**src/rtl/lps_pkg.sv**
```systemverilog
// ----------------------------------------------------------------------------
// lps_pkg
// Shared types and codes for the LED pattern sequencer: transaction payloads,
// configuration register set, frame store word and event codes.
// ----------------------------------------------------------------------------
package lps_pkg;

   localparam int NUM_PATTERNS_DEF = 8;
   localparam int MAX_FRAMES_DEF   = 16;
   localparam int MAX_LEDS         = 8;
   localparam int FIFO_DEPTH       = 3;
   localparam int CSR_ADDR_WIDTH   = 5;

   localparam logic [15:0] START_DELAY_RESET = 16'd4000;
   localparam logic [3:0]  LED_COUNT_RESET   = 4'd8;

   // item kinds
   localparam logic [2:0] KIND_TICK         = 3'd0;
   localparam logic [2:0] KIND_FRAME_WRITE  = 3'd1;
   localparam logic [2:0] KIND_VEHICLE_MODE = 3'd2;
   localparam logic [2:0] KIND_POWER_OP     = 3'd3;
   localparam logic [2:0] KIND_ENTITY_STATE = 3'd4;

   // pattern numbers
   localparam logic [2:0] PTN_NORMAL     = 3'd0;
   localparam logic [2:0] PTN_ERROR      = 3'd1;
   localparam logic [2:0] PTN_FATAL      = 3'd2;
   localparam logic [2:0] PTN_SHUTDOWN   = 3'd3;
   localparam logic [2:0] PTN_PLAN_START = 3'd4;
   localparam logic [2:0] PTN_PLAN_EXEC  = 3'd5;

   // vehicle modes
   localparam logic [2:0] MODE_SERVICE     = 3'd0;
   localparam logic [2:0] MODE_CALIBRATION = 3'd1;
   localparam logic [2:0] MODE_ERROR       = 3'd2;
   localparam logic [2:0] MODE_MANEUVER    = 3'd3;
   localparam logic [2:0] MODE_EXTERNAL    = 3'd4;
   localparam logic [2:0] MODE_BOOT        = 3'd5;

   // power operations
   localparam logic [1:0] POWER_DOWN_IP      = 2'd0;
   localparam logic [1:0] POWER_DOWN_ABORTED = 2'd1;

   // register indexes
   localparam logic [2:0] REG_LED_COUNT       = 3'd0;
   localparam logic [2:0] REG_SYSTEM_ID       = 3'd1;
   localparam logic [2:0] REG_START_DELAY     = 3'd2;
   localparam logic [2:0] REG_CRITICAL_ID_A   = 3'd3;
   localparam logic [2:0] REG_CRITICAL_ID_B   = 3'd4;
   localparam logic [2:0] REG_CRITICAL_ID_C   = 3'd5;
   localparam logic [2:0] REG_CRITICAL_ID_D   = 3'd6;
   localparam logic [2:0] REG_CRITICAL_ENABLE = 3'd7;

   typedef struct packed {
      logic [2:0]  kind;
      logic [2:0]  pattern_sel;
      logic [3:0]  frame_index;
      logic [7:0]  frame_leds;
      logic [15:0] frame_duration;
      logic        frame_is_last;
      logic [2:0]  vehicle_mode;
      logic [1:0]  power_op;
      logic [15:0] destination;
      logic [7:0]  entity_id;
      logic        entity_failed;
   } req_type;

   typedef struct packed {
      logic [7:0] led_drive;
      logic [2:0] active_pattern;
      logic       starting;
      logic       critical_latched;
   } rsp_type;

   typedef struct packed {
      logic [3:0]      led_count;
      logic [15:0]     system_id;
      logic [15:0]     start_delay_ms;
      logic [3:0][7:0] critical_id;
      logic [3:0]      critical_enable;
   } cfg_type;

   typedef struct packed {
      logic        is_last;
      logic [15:0] duration;
      logic [7:0]  leds;
   } frame_type;

endpackage

```
**src/rtl/lps_csr.sv**
```systemverilog
// ----------------------------------------------------------------------------
// lps_csr
// APB-style configuration registers; reset values, write decode, readback.
// ----------------------------------------------------------------------------
module lps_csr
   import lps_pkg::*;
(
   input  logic                      clock,
   input  logic                      reset,
   input  logic                      csr_psel,
   input  logic                      csr_penable,
   input  logic                      csr_pwrite,
   input  logic [CSR_ADDR_WIDTH-1:0] csr_paddr,
   input  logic [31:0]               csr_pwdata,
   output logic [31:0]               csr_prdata,
   output logic                      csr_pready,
   output cfg_type                   cfg,
   output logic                      delay_load
);

   cfg_type    cfg_ff;
   cfg_type    cfg_in;
   logic       wr_en;
   logic [2:0] reg_idx;

   assign csr_pready = 1'b1;
   assign reg_idx    = csr_paddr[CSR_ADDR_WIDTH-1:2];
   assign wr_en      = csr_psel & csr_penable & csr_pwrite;
   assign delay_load = wr_en && (reg_idx == REG_START_DELAY);
   assign cfg        = cfg_ff;

   always_comb begin
      cfg_in = cfg_ff;
      if (wr_en) begin
         case (reg_idx)
            REG_LED_COUNT:       cfg_in.led_count       = csr_pwdata[3:0];
            REG_SYSTEM_ID:       cfg_in.system_id       = csr_pwdata[15:0];
            REG_START_DELAY:     cfg_in.start_delay_ms  = csr_pwdata[15:0];
            REG_CRITICAL_ID_A:   cfg_in.critical_id[0]  = csr_pwdata[7:0];
            REG_CRITICAL_ID_B:   cfg_in.critical_id[1]  = csr_pwdata[7:0];
            REG_CRITICAL_ID_C:   cfg_in.critical_id[2]  = csr_pwdata[7:0];
            REG_CRITICAL_ID_D:   cfg_in.critical_id[3]  = csr_pwdata[7:0];
            REG_CRITICAL_ENABLE: cfg_in.critical_enable = csr_pwdata[3:0];
            default: ;
         endcase
      end
   end

   always_comb begin
      case (reg_idx)
         REG_LED_COUNT:       csr_prdata = {28'd0, cfg_ff.led_count};
         REG_SYSTEM_ID:       csr_prdata = {16'd0, cfg_ff.system_id};
         REG_START_DELAY:     csr_prdata = {16'd0, cfg_ff.start_delay_ms};
         REG_CRITICAL_ID_A:   csr_prdata = {24'd0, cfg_ff.critical_id[0]};
         REG_CRITICAL_ID_B:   csr_prdata = {24'd0, cfg_ff.critical_id[1]};
         REG_CRITICAL_ID_C:   csr_prdata = {24'd0, cfg_ff.critical_id[2]};
         REG_CRITICAL_ID_D:   csr_prdata = {24'd0, cfg_ff.critical_id[3]};
         REG_CRITICAL_ENABLE: csr_prdata = {28'd0, cfg_ff.critical_enable};
         default:             csr_prdata = 32'd0;
      endcase
   end

   always_ff @(posedge clock) begin
      if (reset) begin
         cfg_ff.led_count       <= LED_COUNT_RESET;
         cfg_ff.system_id       <= 16'd0;
         cfg_ff.start_delay_ms  <= START_DELAY_RESET;
         cfg_ff.critical_id     <= '0;
         cfg_ff.critical_enable <= 4'd0;
      end else begin
         cfg_ff <= cfg_in;
      end
   end

endmodule

```
**src/rtl/lps_rsp_fifo.sv**
```systemverilog
// ----------------------------------------------------------------------------
// lps_rsp_fifo
// Small result queue that decouples the sequencer from result back-pressure.
// ----------------------------------------------------------------------------
module lps_rsp_fifo
   import lps_pkg::*;
(
   input  logic       clock,
   input  logic       reset,
   input  logic       push,
   input  rsp_type    push_data,
   output logic       rsp_valid,
   input  logic       rsp_ready,
   output rsp_type    rsp_payload,
   output logic [1:0] level
);

   localparam logic [1:0] LAST_SLOT = 2'(FIFO_DEPTH - 1);

   rsp_type    slot_ff [FIFO_DEPTH];
   logic [1:0] wr_ptr_ff;
   logic [1:0] rd_ptr_ff;
   logic [1:0] count_ff;
   logic [1:0] count_in;
   logic       pop;

   assign rsp_valid   = (count_ff != 2'd0);
   assign rsp_payload = slot_ff[rd_ptr_ff];
   assign pop         = rsp_valid & rsp_ready;
   assign level       = count_ff;

   always_comb begin
      count_in = count_ff;
      if (push && !pop) begin
         count_in = count_ff + 2'd1;
      end else if (pop && !push) begin
         count_in = count_ff - 2'd1;
      end
   end

   always_ff @(posedge clock) begin
      if (push) begin
         slot_ff[wr_ptr_ff] <= push_data;
      end
   end

   always_ff @(posedge clock) begin
      if (reset) begin
         wr_ptr_ff <= 2'd0;
         rd_ptr_ff <= 2'd0;
         count_ff  <= 2'd0;
      end else begin
         count_ff <= count_in;
         if (push) begin
            wr_ptr_ff <= (wr_ptr_ff == LAST_SLOT) ? 2'd0 : wr_ptr_ff + 2'd1;
         end
         if (pop) begin
            rd_ptr_ff <= (rd_ptr_ff == LAST_SLOT) ? 2'd0 : rd_ptr_ff + 2'd1;
         end
      end
   end

endmodule

```
**src/rtl/led_pattern_sequencer_core.sv**
```systemverilog
// ----------------------------------------------------------------------------
// led_pattern_sequencer_core
// LED blink pattern player: frames live in a one-port-read synchronous frame
// store, events choose the pending pattern, 1 ms ticks step through frames.
// ----------------------------------------------------------------------------
//
//  Channel | Ports                       | Handshake     | Transaction
//  --------+-----------------------------+---------------+--------------------
//  req     | req_valid/ready/payload     | valid/ready   | tick or event item
//  rsp     | rsp_valid/ready/payload     | valid/ready   | LED + status result
//  csr     | csr_psel..pwdata/prdata     | APB, pready=1 | register write/read
//
//  Rate: one transaction per cycle while req_ready is high; its result goes
//  through the frame store read, then the LED update and queue write, before it can be taken.
//  Read data is forwarded, so back-to-back ticks never wait on each other.
//  Reset: synchronous; the frame store is not cleared.
//  Stalls: req_ready drops when the 3-entry result queue plus the transaction
//  in the read stage leave no room; a stalled rsp side loses nothing.
// ----------------------------------------------------------------------------
module led_pattern_sequencer_core
   import lps_pkg::*;
#(
   parameter int NUM_PATTERNS = NUM_PATTERNS_DEF,
   parameter int MAX_FRAMES   = MAX_FRAMES_DEF
) (
   input  logic                      clock,
   input  logic                      reset,
   input  logic                      req_valid,
   output logic                      req_ready,
   input  req_type                   req_payload,
   output logic                      rsp_valid,
   input  logic                      rsp_ready,
   output rsp_type                   rsp_payload,
   input  logic                      csr_psel,
   input  logic                      csr_penable,
   input  logic                      csr_pwrite,
   input  logic [CSR_ADDR_WIDTH-1:0] csr_paddr,
   input  logic [31:0]               csr_pwdata,
   output logic [31:0]               csr_prdata,
   output logic                      csr_pready
);

   localparam int DEPTH = NUM_PATTERNS * MAX_FRAMES;
   localparam int AW    = (DEPTH > 1) ? $clog2(DEPTH) : 1;
   localparam int CW    = (MAX_FRAMES > 1) ? $clog2(MAX_FRAMES) : 1;
   localparam logic [CW-1:0] LAST_CURSOR = CW'(MAX_FRAMES - 1);
   localparam logic [AW-1:0] FRAME_STEP  = AW'(MAX_FRAMES);

   // pattern/cursor to frame store address (constant multiply)
   function automatic logic [AW-1:0] frame_addr(input logic [2:0] pat,
                                                input logic [CW-1:0] cur);
      frame_addr = AW'(pat) * FRAME_STEP + AW'(cur);
   endfunction

   // low led_count bits set, clamped to the LED count supported
   function automatic logic [7:0] led_mask(input logic [3:0] count);
      logic [3:0] n;
      logic [7:0] m;
      n = (count > 4'(MAX_LEDS)) ? 4'(MAX_LEDS) : count;
      if (n > 4'd8) begin
         n = 4'd8;
      end
      for (int i = 0; i < 8; i++) begin
         m[i] = (4'(i) < n);
      end
      return m;
   endfunction

   // ---------------------------------------------------------------- config
   cfg_type cfg;
   logic    delay_load;

   lps_csr u_csr (
      .clock       (clock),
      .reset       (reset),
      .csr_psel    (csr_psel),
      .csr_penable (csr_penable),
      .csr_pwrite  (csr_pwrite),
      .csr_paddr   (csr_paddr),
      .csr_pwdata  (csr_pwdata),
      .csr_prdata  (csr_prdata),
      .csr_pready  (csr_pready),
      .cfg         (cfg),
      .delay_load  (delay_load)
   );

   // ----------------------------------------------------------- frame store
   frame_type store_mem [DEPTH];
   frame_type rd_data_ff;
   logic          wr_en;
   logic [AW-1:0] wr_addr;
   frame_type     wr_data;
   logic          rd_en;
   logic [AW-1:0] rd_addr;

   always_ff @(posedge clock) begin
      if (wr_en) begin
         store_mem[wr_addr] <= wr_data;
      end
      if (rd_en) begin
         rd_data_ff <= store_mem[rd_addr];
      end
   end

   // ------------------------------------------------------ sequencer state
   logic          start_phase_ff,  start_phase_in;
   logic [15:0]   start_rem_ff,    start_rem_in;
   logic [2:0]    cur_pat_ff,      cur_pat_in;
   logic [2:0]    pend_pat_ff,     pend_pat_in;
   logic          pend_vld_ff,     pend_vld_in;
   logic [CW-1:0] cursor_ff,       cursor_in;
   logic [15:0]   hold_ff,         hold_in;
   logic          last_ff,         last_in;
   logic [7:0]    led_ff,          led_in;
   logic          crit_ff,         crit_in;
   logic          load_pend_ff;

   // current frame view: read data from the previous cycle wins over the copy
   logic [7:0]  led_eff;
   logic [15:0] hold_eff;
   logic        last_eff;

   assign led_eff  = load_pend_ff ? rd_data_ff.leds     : led_ff;
   assign hold_eff = load_pend_ff ? rd_data_ff.duration : hold_ff;
   assign last_eff = load_pend_ff ? rd_data_ff.is_last  : last_ff;

   logic accept;
   logic wr_in_range;
   logic wr_hits_cur;
   logic mode_blocked;
   logic crit_hit;

   assign accept = req_valid & req_ready;

   assign wr_in_range = ({29'd0, req_payload.pattern_sel} < 32'(NUM_PATTERNS))
                     && ({28'd0, req_payload.frame_index} < 32'(MAX_FRAMES));
   assign wr_hits_cur = (req_payload.pattern_sel == cur_pat_ff)
                     && (CW'(req_payload.frame_index) == cursor_ff);

   assign mode_blocked = crit_ff
                      || (pend_vld_ff && (pend_pat_ff == PTN_SHUTDOWN))
                      || (cur_pat_ff == PTN_SHUTDOWN);

   always_comb begin
      crit_hit = 1'b0;
      for (int k = 0; k < 4; k++) begin
         if (cfg.critical_enable[k] && (cfg.critical_id[k] == req_payload.entity_id)) begin
            crit_hit = 1'b1;
         end
      end
   end

   assign wr_addr = frame_addr(req_payload.pattern_sel, CW'(req_payload.frame_index));
   assign wr_data = '{is_last:  req_payload.frame_is_last,
                      duration: req_payload.frame_duration,
                      leds:     req_payload.frame_leds};
   assign rd_addr = frame_addr(cur_pat_in, cursor_in);

   always_comb begin
      start_phase_in = start_phase_ff;
      start_rem_in   = start_rem_ff;
      cur_pat_in     = cur_pat_ff;
      pend_pat_in    = pend_pat_ff;
      pend_vld_in    = pend_vld_ff;
      cursor_in      = cursor_ff;
      hold_in        = hold_eff;
      last_in        = last_eff;
      led_in         = led_eff;
      crit_in        = crit_ff;
      rd_en          = 1'b0;
      wr_en          = 1'b0;

      // start delay reload; the user must write registers only while nothing is in flight (not enforced here)
      if (delay_load && start_phase_ff) begin
         start_rem_in = csr_pwdata[15:0];
      end

      if (accept) begin
         case (req_payload.kind)
            KIND_TICK: begin
               if (start_phase_ff) begin
                  if (start_rem_ff > 16'd1) begin
                     start_rem_in = start_rem_ff - 16'd1;
                  end else begin
                     // delay over: pending (or normal) pattern from frame 0
                     start_rem_in   = 16'd0;
                     start_phase_in = 1'b0;
                     cur_pat_in     = pend_vld_ff ? pend_pat_ff : PTN_NORMAL;
                     pend_pat_in    = pend_vld_ff ? pend_pat_ff : PTN_NORMAL;
                     pend_vld_in    = 1'b0;
                     cursor_in      = '0;
                     rd_en          = 1'b1;
                  end
               end else if (hold_eff > 16'd1) begin
                  hold_in = hold_eff - 16'd1;
               end else begin
                  // hold over: next frame, or wrap with pending pattern switch
                  if (last_eff || (cursor_ff == LAST_CURSOR)) begin
                     if (pend_vld_ff) begin
                        cur_pat_in  = pend_pat_ff;
                        pend_vld_in = 1'b0;
                     end
                     cursor_in = '0;
                  end else begin
                     cursor_in = cursor_ff + CW'(1);
                  end
                  rd_en = 1'b1;
               end
            end
            KIND_FRAME_WRITE: begin
               if (wr_in_range) begin
                  wr_en = 1'b1;
                  // the shown frame keeps LEDs and hold, its end mark follows
                  if (wr_hits_cur) begin
                     last_in = req_payload.frame_is_last;
                  end
               end
            end
            KIND_VEHICLE_MODE: begin
               if (!mode_blocked) begin
                  case (req_payload.vehicle_mode)
                     MODE_SERVICE: begin
                        pend_pat_in = PTN_NORMAL;
                        pend_vld_in = 1'b1;
                     end
                     MODE_CALIBRATION: begin
                        pend_pat_in = PTN_PLAN_START;
                        pend_vld_in = 1'b1;
                     end
                     MODE_ERROR, MODE_BOOT: begin
                        pend_pat_in = PTN_ERROR;
                        pend_vld_in = 1'b1;
                     end
                     MODE_MANEUVER, MODE_EXTERNAL: begin
                        pend_pat_in = PTN_PLAN_EXEC;
                        pend_vld_in = 1'b1;
                     end
                     default: ;
                  endcase
               end
            end
            KIND_POWER_OP: begin
               if (req_payload.destination == cfg.system_id) begin
                  if (req_payload.power_op == POWER_DOWN_IP) begin
                     pend_pat_in = PTN_SHUTDOWN;
                     pend_vld_in = 1'b1;
                  end else if (req_payload.power_op == POWER_DOWN_ABORTED) begin
                     // abort: normal pattern at once, frame 0 unless still starting
                     cur_pat_in  = PTN_NORMAL;
                     pend_vld_in = 1'b0;
                     cursor_in   = '0;
                     rd_en       = !start_phase_ff;
                  end
               end
            end
            KIND_ENTITY_STATE: begin
               if (req_payload.entity_failed && crit_hit) begin
                  crit_in     = 1'b1;
                  pend_pat_in = PTN_FATAL;
                  pend_vld_in = 1'b1;
               end
            end
            default: ;
         endcase
      end
   end

   always_ff @(posedge clock) begin
      if (reset) begin
         start_phase_ff <= 1'b1;
         start_rem_ff   <= START_DELAY_RESET;
         cur_pat_ff     <= PTN_NORMAL;
         pend_pat_ff    <= PTN_NORMAL;
         pend_vld_ff    <= 1'b0;
         cursor_ff      <= '0;
         hold_ff        <= 16'd0;
         last_ff        <= 1'b0;
         led_ff         <= 8'hFF;
         crit_ff        <= 1'b0;
         load_pend_ff   <= 1'b0;
      end else begin
         start_phase_ff <= start_phase_in;
         start_rem_ff   <= start_rem_in;
         cur_pat_ff     <= cur_pat_in;
         pend_pat_ff    <= pend_pat_in;
         pend_vld_ff    <= pend_vld_in;
         cursor_ff      <= cursor_in;
         hold_ff        <= hold_in;
         last_ff        <= last_in;
         led_ff         <= led_in;
         crit_ff        <= crit_in;
         load_pend_ff   <= rd_en;
      end
   end

   // ------------------------------------------------------------ read stage
   // status fields are final at accept; LEDs are final once read data is in
   logic    b_vld_ff;
   rsp_type b_rsp_ff;
   rsp_type push_data;

   always_ff @(posedge clock) begin
      if (reset) begin
         b_vld_ff <= 1'b0;
      end else begin
         b_vld_ff <= accept;
      end
   end

   always_ff @(posedge clock) begin
      if (accept) begin
         b_rsp_ff.led_drive        <= 8'd0;
         b_rsp_ff.active_pattern   <= cur_pat_in;
         b_rsp_ff.starting         <= start_phase_in;
         b_rsp_ff.critical_latched <= crit_in;
      end
   end

   always_comb begin
      push_data           = b_rsp_ff;
      push_data.led_drive = led_eff & led_mask(cfg.led_count);
   end

   // ---------------------------------------------------------- result queue
   logic [1:0] fifo_level;

   lps_rsp_fifo u_rsp_fifo (
      .clock       (clock),
      .reset       (reset),
      .push        (b_vld_ff),
      .push_data   (push_data),
      .rsp_valid   (rsp_valid),
      .rsp_ready   (rsp_ready),
      .rsp_payload (rsp_payload),
      .level       (fifo_level)
   );

   // room for this transaction and the one in the read stage
   assign req_ready = (({1'b0, fifo_level} + {2'd0, b_vld_ff}) < 3'(FIFO_DEPTH));

endmodule

```
**config.mk**
```make
export PLATFORM = sky130hd
export DESIGN_NAME = led_pattern_sequencer_core
export DESIGN_NICKNAME = d
export VERILOG_FILES = /design/src/rtl/lps_pkg.sv /design/src/rtl/lps_csr.sv /design/src/rtl/lps_rsp_fifo.sv /design/src/rtl/led_pattern_sequencer_core.sv
export SDC_FILE = /design/constraint.sdc
export NUM_CORES = 2
export LEC_CHECK = 0
export BUFFER_PORTS_ARGS = -buffer_cell sky130_fd_sc_hd__clkbuf_2
export CAP_MARGIN = 15
export CORE_MARGIN = 1.5
export CORE_UTILIZATION = 35
export DETAILED_ROUTE_END_ITERATION = 16
export HOLD_SLACK_MARGIN = 0.06
export MAX_ROUTING_LAYER = met4
export SLEW_MARGIN = 40
export SYNTH_ARGS = -nofsm -noshare
export SYNTH_HDL_FRONTEND = slang
export SYNTH_HIERARCHICAL = 1
export SYNTH_SLANG_ARGS = --single-unit
```
**constraint.sdc**
```tcl
create_clock -name clock -period 5.7 [get_ports clock]
set_input_delay 0.57 -clock clock [delete_from_list [all_inputs] [get_ports clock]]
set_output_delay 0.57 -clock clock [all_outputs]
set_load 0.02 [all_outputs]
```
==> impl_metrics.csv <==
group,metric,value,unit
run_status,status,"finished, final reports clean",
finish,layout-drive-gt1-share,0.2426,
timing,finalMaxSlewViolations,0,
setup_path,crit-reg2reg-launch,"load_pend_ff",
logic_synthesis,main_combinational_cell_family_by_area_after_synthesis,"compound AO/OA/AOI/OAI gates",
timing,fin_skew,0.1155,ns
global_route,wire_length_of_the_first_global_routing_pass,745100,um
power_and_ir_drop,cellLeakagePower,0.05983,uW
logic_synthesis,yosysSeqAreaShare,0.6400,
drt,drt_drc_violations_left,0,
setup_path,cpPeakStageDelay,0.69,ns
setup_path,cp_slowest_cell,"sky130_fd_sc_hd__or4b_2",
clock_tree,total_cts_buffers,368,
logic_synthesis,netlist.top_cell.by_area,"sky130_fd_sc_hd__edfxtp_1",
timing,finalCritPeriodShare,0.9660,
clock_tree,clock_path_buffers,4,
worst_hold_path,min_path_type,"input port to register",
job,max_cap_violations,0,
floorplanning,design.die.area,0.4544,mm2
setup_path,critical_path.startpoint_type,"register",
power_and_ir_drop,share_of_total_power_in_the_clock_network,0.452,
floorplanning,row_count,246,
logic_synthesis,synth-simple-area-share,0.06249,
timing,max_slew_margin,0.3666,
logic_synthesis,synth-edff-count,3269,
clock_tree,cts-htree-levels,5,
finish,fill_cells,40771,
finish,seq_area,0.1009,mm2
setup_path,worstPathRequired,6.57,ns
setup_path,critical_path.reg2reg.endpoint,"rd_data_ff[11]",
timing,total_negative_setup_slack,0,ns
drt,detailroute.via_count,108700,
logic_synthesis,yosys.cell_count.top_type,"sky130_fd_sc_hd__edfxtp_1",
timing,rsz0062_at_grt,"no",
timing,tightest_slew,0.9501,ns
power_and_ir_drop,total_switching_power,11080,uW
timing,finalWorstPathRequiredPeriod,5.506,ns
logic_synthesis,yosysWarningCount,6,
placed_design,gp_congestion,0.8972,
finish,synthToLayoutAreaGrowth,16.03,%
logic_synthesis,synth_area_per_cell,14.10,um2
setup_path,reg2regPathDepth,16,
timing,layout_setup_ws,0.1937,ns
floorplanning,initial_utilization,0.3512,
global_route,grt_overflow_total,0,
logic_synthesis,synthFlopType,"sky130_fd_sc_hd__edfxtp_1",
timing,final_setup_viols,0,
setup_path,worstSetupEndpointType,"register",
timing,fmax,181.6,MHz
timing,final_hold_viol_count,0,
drt,wl,521800,um
worst_hold_path,hold_path.startpoint,"req_payload[45]",
logic_synthesis,synth-xor-area-share,0.004556,
setup_path,worst-r2r-setup-slack,0.19,ns
global_route,grt_pass1_vias,104127,
logic_synthesis,synthAdderAreaFrac,0.0006350,
global_route,grt.total_usage,0.2278,
finish,number_of_nets_in_the_final_layout,11589,
power_and_ir_drop,p_seq_frac,0.528,
worst_hold_path,min_delay_path_depth,1,
power_and_ir_drop,power_per_cell_area,284.9,mW/mm2
power_and_ir_drop,switching_share,0.2127,
drt,detail_route.vias_per_cell,6.119,
power_and_ir_drop,internal-power,41020,uW
logic_synthesis,asyncSetResetFlopFracSynth,0,
clock_tree,cts.repair_timing.setup_buffer_count,0,
worst_hold_path,holdPathEnd,"store_mem[109][22]",
placed_design,io_buffer_count,121,
logic_synthesis,synth_top_cells_by_area,"sky130_fd_sc_hd__edfxtp_1 (62%), sky130_fd_sc_hd__mux2_2 (6.1%), sky130_fd_sc_hd__mux4_2 (4.4%)",
logic_synthesis,netlist_instances,11177,
logic_synthesis,fraction_of_the_mapped_netlist_area_in_compound_gates,0.1338,
placed_design,post-place-ws,0.09070,ns
setup_path,worstPathArrival,6.38,ns
drt,detail_route.first_pass.iterations,9,
floorplanning,coreArea,0.4488,mm2
global_route,antenna_found_initial,44,
logic_synthesis,post_synth_most_frequent_cells,"sky130_fd_sc_hd__edfxtp_1 (3269), sky130_fd_sc_hd__a21oi_1 (1039), sky130_fd_sc_hd__mux2_2 (852), sky130_fd_sc_hd__nand2_1 (828), sky130_fd_sc_hd__clkbuf_1 (654)",
floorplanning,die-width,674.1,um
setup_path,critical_path_peak_fanout,39,
finish,multi_input_area,0.05309,mm2
power_and_ir_drop,max-vdd-ir-drop,253.8,uV
drt,drtIter0Drc,15223,
drt,final_antenna_violating_net_count,0,
finish,post-route-cell-area,0.1829,mm2
setup_path,crit_chain,"or4b_2 > a222oi_1 > buf_4 > nand3_4 > buf_4 > mux2i_4 > buf_12 > nor3_4 > buf_12 > buf_12 > a221o_1 > a211o_1 > o2111ai_1 > or4b_1 > buf_12 > nand4_1",
logic_synthesis,synth_top_area_share,0.6228,
logic_synthesis,synthMuxAreaShare,0.1280,
clock_tree,clk_latency,1.03,ns
clock_tree,cts_root_buffer,"sky130_fd_sc_hd__clkbuf_16",
setup_path,criticalPathCategory,"register to register",
power_and_ir_drop,comb_power_share,0.020,
floorplanning,dieHeight,674.1,um
drt,wire_per_inst,29.37,um
global_route,pin_count_of_the_biggest_net_entering_global_routing,160,
setup_path,worst_path_most_repeated_cell,"sky130_fd_sc_hd__buf_12",
placed_design,detailed_place_hpwl,308200,um
floorplanning,num_io_pins,157,
logic_synthesis,synth.ff_latch_count,3405,
clock_tree,clk_pin_slew_worst_paths,0.07,ns
clock_tree,numClockSinks,3405,
logic_synthesis,syn-cell-area,0.1576,mm2
placed_design,placement.cell_area,0.1705,mm2
clock_tree,cts_tree,"yes",
logic_synthesis,number_of_distinct_library_cell_variants_in_the_gate_level_netlist_after_synthesis,90,
power by group through the flow:
stage	sequential [uW]	clock [uW]	combinational, uW
3_5_place_dp	28000	0	997
2_1_floorplan	28000	0	294
3_3_place_gp	28000	0	971
5_1_grt	27500	24800	1090
6_report	27500	23600	1030
4_1_cts	27500	23900	1020
flip-flops by register name (all words and copies together) (netlist names), 2 cells and up, named ones only:
name,cells
start_rem_ff,16
led_ff,8
u_rsp_fifo/rd_ptr_ff,2
u_csr/cfg,72
rd_data_ff,25
b_rsp_ff,5
store_mem,3200
cursor_ff,4
pend_pat_ff,3
cur_pat_ff,3
u_rsp_fifo/wr_ptr_ff,2
u_rsp_fifo/level,2
hold_ff,16
u_rsp_fifo/slot_ff,39
area by class of cell:
class | instances | share of cell area
repair buffers | 968 | 0.05194
well taps | 5952 | 0.04072
multi-input cells | 6697 | 0.2903
inverters | 32 | 0.0007525
flip-flops and latches | 3405 | 0.5516
diodes | 40 | 0.0005473
clock inverters | 205 | 0.01064
clock buffers | 465 | 0.05350
cell families after synthesis:
family,after synthesis
AOI/OAI and AO/OA,3050
xor gates and xnor gates,82
adders and majority gates,8
buffers and inverters,1090
DFF,3405
muxes,1522
other,2
and+or+nand+nor,2018
routing by layer:
metal  up-vias  global-route usage  wire, um
met4         0             0.09235     23440
li1      45877                   -         -
met2      6177              0.3436    236100
met3       969             0.03644     51420
met5         -                   -         0
met1     55677              0.3074    210700
how the worst max path moves through the flow:
stage                            start             end  slack [ns]
after detailed placement  load_pend_ff  rd_data_ff[11]        0.09
after floorplan               b_vld_ff  rd_data_ff[14]        1.16
after CTS                 load_pend_ff  rd_data_ff[11]        0.11
after global routing      load_pend_ff  rd_data_ff[15]        0.05
after global placement    load_pend_ff  rd_data_ff[19]        0.01
final                     load_pend_ff  rd_data_ff[11]        0.19
per-stage QoR:
stage	hold WS [ns]	power [uW]	util	instances
5_1_grt	0.1192	53370	0.4075	17755
4_1_cts	0.06846	52370	0.4068	17714
3_3_place_gp	0.4484	29000	0.3793	17010
3_5_place_dp	0.4558	29030	0.3799	17013
6_report	0.09668	52110	0.4076	17764
2_1_floorplan	0.4360	28300	-	11192
timing repair:
action,CTS,global route
hold endpoints to repair,222,49
hold buffers,31,3
endpoints found under the setup margin,0,25
resized for setup,0,2
worst max-delay path, delay by kind of cell, from the launching register on:
| kind | cells | cell delay, ns |
|---|---|---|
| AOI/OAI and AO/OA | 4 | 0.93 |
| DFF | 1 | 0.64 |
| and+or+nand+nor | 5 | 2.09 |
| buffers and inverters | 6 | 1.38 |
| muxes | 1 | 0.23 |
layout by cell type (no fill, tap or decap), drive strengths merged, types with 20 or more instances in the layout:
master and n:
o21ai 312, o2bb2ai 106, a211o 179, a221oi 87
nor4b 26, o22a 26, nand3 173, nor3 35
mux4 309, nand4 368, buf 839, nand2 828
o221ai 25, a31oi 29, dlygate4sd3 34, o22ai 85
xnor2 20, clkinv 159, a221o 354, nor2 313
or4 32, dfxtp 136, inv 42, nor4 89
o41ai 75, mux2 852, nand2b 23, a22oi 106
clkbuf 560, xor2 62, and2 34, a211oi 126
o31ai 326, mux2i 361, diode 40, o211ai 62
edfxtp 3269, bufinv 26, o2111ai 26, a21oi 1042
Power figures use the tool's default switching activity.
